===== src/design/scc_pkg.sv =====
// Shared types and constants for the segment convex hull clip block.
// Used by the controller, the datapath and the top level.
package scc_pkg;

    localparam int SCC_FRAC_BITS  = 16;
    localparam int SCC_COORD_BITS = 32;

    localparam int IN_W   = 32;
    localparam int DIR_W  = 33;
    localparam int T_W    = 32;
    localparam int Q_W    = 31;
    localparam int ACC_W  = 68;
    localparam int OP_W   = 36;
    localparam int PROD_W = 72;
    localparam int DIV_W  = 98;
    localparam int LEN_W  = 35;
    localparam int RAD_W  = 70;
    localparam int REM_W  = 38;
    localparam int CNT_W  = 6;

    localparam logic OP_SEG   = 1'b0;
    localparam logic OP_PLANE = 1'b1;

    localparam logic [2:0] MUL_NONE = 3'd0;
    localparam logic [2:0] MUL_DEN  = 3'd1;
    localparam logic [2:0] MUL_GAP  = 3'd2;
    localparam logic [2:0] MUL_SQ   = 3'd3;
    localparam logic [2:0] MUL_PT   = 3'd4;
    localparam logic [2:0] MUL_DIST = 3'd5;

    typedef struct packed {
        logic       load_seg;
        logic       load_plane;
        logic [2:0] mul_sel;
        logic [1:0] mul_idx;
        logic       use_exit;
        logic       acc_clr;
        logic       zero_test;
        logic       div_init;
        logic       div_step;
        logic       t_update;
        logic       sqrt_init;
        logic       sqrt_step;
        logic       out_miss;
        logic       clear_ivl;
    } scc_cmd_t;

    typedef struct packed {
        logic den_zero;
        logic div_sat;
        logic missed;
    } scc_status_t;

endpackage


===== src/design/scc_controller.sv =====
// Controller state machine: sequences dot products, division, square root and results.
// Depends on scc_pkg; drives scc_datapath through scc_cmd_t.
module scc_controller import scc_pkg::*; (
    input  logic        aclk,
    input  logic        aresetn,
    input  logic        s_valid,
    output logic        s_ready,
    input  logic        s_op,
    input  logic        s_last_plane,
    output logic        m_valid,
    input  logic        m_ready,
    output scc_cmd_t    cmd,
    input  scc_status_t status
);

    localparam logic [3:0] ST_IDLE    = 4'd0;
    localparam logic [3:0] ST_DOT     = 4'd1;
    localparam logic [3:0] ST_DIVINIT = 4'd2;
    localparam logic [3:0] ST_DIV     = 4'd3;
    localparam logic [3:0] ST_UPD     = 4'd4;
    localparam logic [3:0] ST_POST    = 4'd5;
    localparam logic [3:0] ST_SQ      = 4'd6;
    localparam logic [3:0] ST_SQRTI   = 4'd7;
    localparam logic [3:0] ST_SQRT    = 4'd8;
    localparam logic [3:0] ST_PT      = 4'd9;
    localparam logic [3:0] ST_OUT     = 4'd10;

    localparam logic [CNT_W-1:0] SQRT_STEPS = CNT_W'(LEN_W - 1);
    localparam logic [CNT_W-1:0] DIV_STEPS  = CNT_W'(Q_W - 1);

    logic [3:0]       state_reg, state_next;
    logic [CNT_W-1:0] cnt_reg, cnt_next;
    logic             last_reg, last_next;
    logic             exit_reg, exit_next;

    assign s_ready = state_reg == ST_IDLE;
    assign m_valid = state_reg == ST_OUT;

    always_comb begin
        state_next   = state_reg;
        cnt_next     = cnt_reg;
        last_next    = last_reg;
        exit_next    = exit_reg;
        cmd          = '0;
        cmd.mul_sel  = MUL_NONE;
        cmd.use_exit = exit_reg;
        case (state_reg)
            ST_IDLE: begin
                if (s_valid) begin
                    if (s_op == OP_SEG) begin
                        cmd.load_seg  = 1'b1;
                        cmd.clear_ivl = 1'b1;
                    end else begin
                        last_next = s_last_plane;
                        if (status.missed) begin
                            state_next = ST_POST;
                        end else begin
                            cmd.load_plane = 1'b1;
                            cmd.acc_clr    = 1'b1;
                            cnt_next       = '0;
                            state_next     = ST_DOT;
                        end
                    end
                end
            end
            ST_DOT: begin
                if (cnt_reg < CNT_W'(3)) begin
                    cmd.mul_sel = MUL_DEN;
                    cmd.mul_idx = cnt_reg[1:0];
                end else if (cnt_reg < CNT_W'(6)) begin
                    cmd.mul_sel = MUL_GAP;
                    cmd.mul_idx = 2'(cnt_reg - CNT_W'(3));
                end
                cnt_next = cnt_reg + CNT_W'(1);
                if (cnt_reg == CNT_W'(6)) state_next = ST_DIVINIT;
            end
            ST_DIVINIT: begin
                if (status.den_zero) begin
                    cmd.zero_test = 1'b1;
                    state_next    = ST_POST;
                end else begin
                    cmd.div_init = 1'b1;
                    cnt_next     = DIV_STEPS;
                    state_next   = ST_DIV;
                end
            end
            ST_DIV: begin
                if (status.div_sat) begin
                    state_next = ST_UPD;
                end else begin
                    cmd.div_step = 1'b1;
                    cnt_next     = cnt_reg - CNT_W'(1);
                    if (cnt_reg == '0) begin
                        cnt_next   = '0;
                        state_next = ST_UPD;
                    end
                end
            end
            ST_UPD: begin
                cmd.t_update = 1'b1;
                state_next   = ST_POST;
            end
            ST_POST: begin
                if (!last_reg) begin
                    state_next = ST_IDLE;
                end else if (status.missed) begin
                    cmd.out_miss = 1'b1;
                    exit_next    = 1'b1;
                    state_next   = ST_OUT;
                end else begin
                    cmd.acc_clr = 1'b1;
                    exit_next   = 1'b0;
                    cnt_next    = '0;
                    state_next  = ST_SQ;
                end
            end
            ST_SQ: begin
                if (cnt_reg < CNT_W'(3)) begin
                    cmd.mul_sel = MUL_SQ;
                    cmd.mul_idx = cnt_reg[1:0];
                end
                cnt_next = cnt_reg + CNT_W'(1);
                if (cnt_reg == CNT_W'(3)) state_next = ST_SQRTI;
            end
            ST_SQRTI: begin
                cmd.sqrt_init = 1'b1;
                cnt_next      = SQRT_STEPS;
                state_next    = ST_SQRT;
            end
            ST_SQRT: begin
                cmd.sqrt_step = 1'b1;
                cnt_next      = cnt_reg - CNT_W'(1);
                if (cnt_reg == '0) begin
                    cnt_next   = '0;
                    state_next = ST_PT;
                end
            end
            ST_PT: begin
                if (cnt_reg < CNT_W'(3)) begin
                    cmd.mul_sel = MUL_PT;
                    cmd.mul_idx = cnt_reg[1:0];
                end else if (cnt_reg == CNT_W'(3)) begin
                    cmd.mul_sel = MUL_DIST;
                end
                cnt_next = cnt_reg + CNT_W'(1);
                if (cnt_reg == CNT_W'(4)) state_next = ST_OUT;
            end
            ST_OUT: begin
                if (m_ready) begin
                    if (exit_reg) begin
                        cmd.clear_ivl = 1'b1;
                        state_next    = ST_IDLE;
                    end else begin
                        exit_next  = 1'b1;
                        cnt_next   = '0;
                        state_next = ST_PT;
                    end
                end
            end
            default: state_next = ST_IDLE;
        endcase
    end

    always_ff @(posedge aclk) begin
        if (!aresetn) begin
            state_reg <= ST_IDLE;
            cnt_reg   <= '0;
            last_reg  <= 1'b0;
            exit_reg  <= 1'b0;
        end else begin
            state_reg <= state_next;
            cnt_reg   <= cnt_next;
            last_reg  <= last_next;
            exit_reg  <= exit_next;
        end
    end

    a_cnt_range: assert property (@(posedge aclk) disable iff (!aresetn)
        cnt_reg <= SQRT_STEPS)
        else $error("step counter out of range");

    a_div_done: assert property (@(posedge aclk) disable iff (!aresetn)
        (state_reg == ST_DIV && !status.div_sat && cnt_reg == '0) |=> state_reg == ST_UPD)
        else $error("divider did not finish after last step");

    a_final_idle: assert property (@(posedge aclk) disable iff (!aresetn)
        (m_valid && m_ready && exit_reg) |=> s_ready)
        else $error("not idle after final result");

    a_no_overlap: assert property (@(posedge aclk) disable iff (!aresetn)
        s_ready |-> !m_valid)
        else $error("input open while result pending");

endmodule


===== config.mk =====
export PLATFORM = sky130hd
export DESIGN_NAME = scc_controller
export DESIGN_NICKNAME = d
export VERILOG_FILES = /design/src/design/scc_pkg.sv /design/src/design/scc_controller.sv
export SDC_FILE = /design/constraint.sdc
export NUM_CORES = 1
export LEC_CHECK = 0
export BUFFER_PORTS_ARGS = -buffer_cell sky130_fd_sc_hd__buf_2
export CORE_MARGIN = 1
export CORE_UTILIZATION = 40
export CTS_CLUSTER_DIAMETER = 50
export DETAILED_ROUTE_END_ITERATION = 8
export GPL_ROUTABILITY_DRIVEN = 0
export GPL_TIMING_DRIVEN = 0
export HOLD_SLACK_MARGIN = 0.12
export SLEW_MARGIN = 20
export SYNTH_ARGS = -nofsm -noshare
export SYNTH_HDL_FRONTEND = slang
export SYNTH_SLANG_ARGS = --single-unit

===== constraint.sdc =====
create_clock -name aclk -period 3.8 [get_ports aclk]
set_input_delay 0.57 -clock aclk [delete_from_list [all_inputs] [get_ports aclk]]
set_output_delay 0.57 -clock aclk [all_outputs]
set_load 0.005 [all_outputs]

==> results.md <==
- The run finished with clean final reports.
- The post-synthesis sequential element count is 12.
- The part of the total power dissipated in sequential elements is 0.183.
- In the layout the commonest cells are buf_2 (30), nand2_1 (21), nor2_1 (17).
- After detailed routing, the total wire length is 3980 um.
- The met3 routed wirelength is roughly 190 um.
- The transition time of the tightest slew-check pin is slightly below 500 ps.
- Between clock sinks in the finished design, the worst skew comes to a little under 0.6 ps.
- Across all layers, the routed design uses 1,462 vias.
- The highest signal layer in the routed design is met4.
- During synthesis, Yosys emitted a total of 0 warnings.
- The most common cell after layout, fill and taps aside is buf_2.
- The count of final max-slew check failures is 0.
- The instance count of the mapped netlist is 192.
- The most used flip-flop cell after synthesis is dfxtp_1.
- Dividing the final minimum period by the clock period gives 0.672.
- The number of gates resized after CTS was 0.
- The initial core utilization is 0.416.
- The number of hold violations in the final report is 0.
- At the end of the flow, the number of nets in the layout was around 240.
- After synthesis, the share of flip-flops with an asynchronous set or reset is 0.
- For this design the static power due to leakage is 0.823 nW.
- Traced cell by cell, the critical path runs through ha_1 -> buf_2 -> mux2i_1 -> nor4b_2 -> a22oi_1 -> nor2_1 -> buf_2.
- The max-cap violation count is 0.
- Yosys attributes the largest share of cell area to dfxtp_1 (16%), mux2i_1 (5.3%), nand2_1 (5.2%).
- The routed design could run at a clock period as short as 2550 ps.
- The global-route wire length before repair is 6760 um.
- In the final routing, the length of wire on met1 measures 2130 um.
- Setup repair after global routing left no endpoint under its margin.
- The via count of the first global-routing pass was 1,306.
- The share of total power consumed by net switching is 0.465.
- The placed instances occupy a cell area of about 0.0017 sq mm.
- In this run the cell area of the synthesized design comes to 0.00152 sq mm.
- Setup total negative slack on the finished layout was measured at 0 ps.
- The cell area power density is ~570 mW/mm^2.
- The per-cell via count in the routed design is 5.41.
- The library cell with the largest summed area after synthesis is dfxtp_1.
- The critical path data required time is 3230 ps.
- The setup violation total in the final timing report is 0.
- Entering global routing, the biggest net connects 11 pins.
- Setup slack closes at 1250 ps.
- The part of the power in the clock network is 0.115.
- The count of buffers added on input and output ports is 27.
- The wire length on met2 is 1630 um.
- The slowest cell on the critical path is dfxtp_1.
- The initial DRC count is 100.
- The number of buffers added by the clock tree synthesis step is 3.
- The H-tree depth is 1.
- The root buffer selected by CTS is clkbuf_8.
- The share of synthesized area in the top cell type comes to 0.158.
- Summing all non-filler instances in the final layout gives an area of 0.00176 sq mm.
- For this design, the sink count on the clock tree is 12.
- The sum of net half-perimeters after detailed placement is between 3000 and 4000 um.
- The worst setup path is captured at a primary output.
- The design draws 1.01 mW.
- The clock tree from TritonCTS is yes.
- The placement-stage worst setup slack is 1540 ps.
- The clock latency on the worst-skew pair is 240 ps.
- The net count after synthesis is 205.
- Clock-pin slew was measured on the worst setup and hold paths at ~50 ps.
- Static timing analysis puts the maximum clock frequency at between 300 and 400 MHz.
- The average size of a mapped cell is 7.94 sq um.
- The die boundary width is 63.7 um.
- Of the synthesized area, sequential elements account for 0.158.
- The type of element launching the critical path is a flip-flop.
- The share of total power dissipated in combinational logic is 0.702.
- The switching power summed over all nets is 0.468 mW.
- 0 antenna diodes ended up in the layout.
- The maximum clock path buffer count is 2.
- Row generation in the floorplan step produced 22 rows.
- The critical path in this run is classified as reg -> out.
- The register with the most flip-flops in the layout has 6 of them.
- In this run the count of I/O pins placed on the die edge is 28.
- In this run the worst hold path is classified as in -> reg.
- The area growth from synthesis to layout is 15.5%.
- The DRC violations left is 0.
- Buffers inserted to repair hold after CTS numbered 0.
- Measured against its own limit, the worst slew margin works out to 0.676.
- The worst-case IR drop observed on VDD is between 200 and 300 uV.
- The die extent in y is 63.7 um.
- In this design, the critical path's most frequently occurring cell is buf_2.
- Yosys mapped a number of flops with a built-in enable equal to 0.
- The critical path arrival is 1980 ps.
- The area of the placeable core is 0.00366 sq mm.
- The number of buffers inserted to repair setup after CTS is 0.
- Global routing finished with a remaining overflow of 0.
- Synthesis instantiated between 60 and 70 different standard cells from the library.
- The area enclosed by the die boundary is around 0.0041 sq mm.
- The routed length per instance is 14.7 um.
- The initial antenna violation count is 0.
- The top fanout value on the critical path is 9.
- Across every metal layer, demand over resource in global routing totals 0.211.
- The largest single stage delay on the critical path is 520 ps.
- The internal power of the cells is 0.539 mW.
- The pre-antenna-repair detailed-routing pass consisted of 4 iterations.
- The number of nets with antenna violations after detailed routing is 0.
- In the final layout, the share of cells above drive strength 1 is 0.293.
-- through the flow --
stage,hold slack [ps],std cells,utilization
final,570,270,0.481
after global routing,585,270,0.481
after CTS,573,270,0.481
after detailed placement,566,267,0.470
after global placement,567,267,0.470
after floorplan,479,192,-
-- area by class of cell --
type | instances | area, sq um
Multi-Input combinational cell | 154 | 1120
Sequential cell | 12 | 240
Inverter | 10 | 37.5
Buffer | 16 | 124
Timing Repair Buffer | 27 | 135
Clock buffer | 3 | 41.3
Fill cell | 379 | 1900
Tap cell | 48 | 60.1
-- kinds of logic after synthesis --
kind of cell	share of synthesized area
simple gates	0.346
compound gates	0.270
buf+inv	0.106
flops	0.158
mux	0.0525
xor+xnor	0.0345
fa+ha+maj	0.0328
-- worst max-delay path: cells and delay by family, from the launching register on --
family | cells | cell delay, ps
DFF | 1 | 520
muxes | 1 | 110
buffers and inverters | 2 | 310
AOI/OAI and AO/OA | 1 | 140
adders and majority gates | 1 | 200
and+or+nand+nor | 2 | 450
-- Yosys cell counts (all sizes together) (2+ instances only) --
master / instances
and2b: 2
a211oi: 2
o211ai: 3
o31ai: 3
nand2: 23
or3: 2
a31o: 3
buf: 14
xnor2: 2
a21oi: 14
nor3b: 2
nand3b: 5
dfxtp: 12
nor4: 6
and2: 2
clkbuf: 2
nor2: 17
nor2b: 4
inv: 10
nand2b: 2
a31oi: 3
or3b: 2
o311a: 2
ha: 4
o21ai: 7
o311ai: 2
a21o: 5
xor2: 4
nor4b: 2
nand3: 4
or4bb: 2
mux2i: 8
-- path summary, 6_finish.rpt --
check | from | to | slack, ps | cells past startpoint
worst max-delay path | cnt_reg[1]$_SDFFE_PN0P_ | cmd[11] | 1250 | 7
worst min-delay path | s_last_plane | last_reg$_SDFFE_PN0P_ | 570 | 3
worst min register to register | last_reg$_SDFFE_PN0P_ | last_reg$_SDFFE_PN0P_ | 580 | 2
worst max register to register | cnt_reg[0]$_SDFFE_PN0P_ | state_reg[3]$_SDFFE_PN0P_ | 1770 | 7
-- per-layer routing --
metal  global-route usage  up-vias
met5                    0        -
met4               0.0597        0
met3               0.0254        4
met2                0.305       38
met1                0.320      664
li1                     -      756
-- power groups by stage --
stage	Sequential, mW	Combinational, mW	Clock, mW
2_1_floorplan	0.175	0.557	0
3_3_place_gp	0.186	0.702	0
3_5_place_dp	0.186	0.700	0
4_1_cts	0.183	0.703	0.120
5_1_grt	0.186	0.780	0.124
6_report	0.184	0.707	0.116
Power figures use the tool's default switching activity.
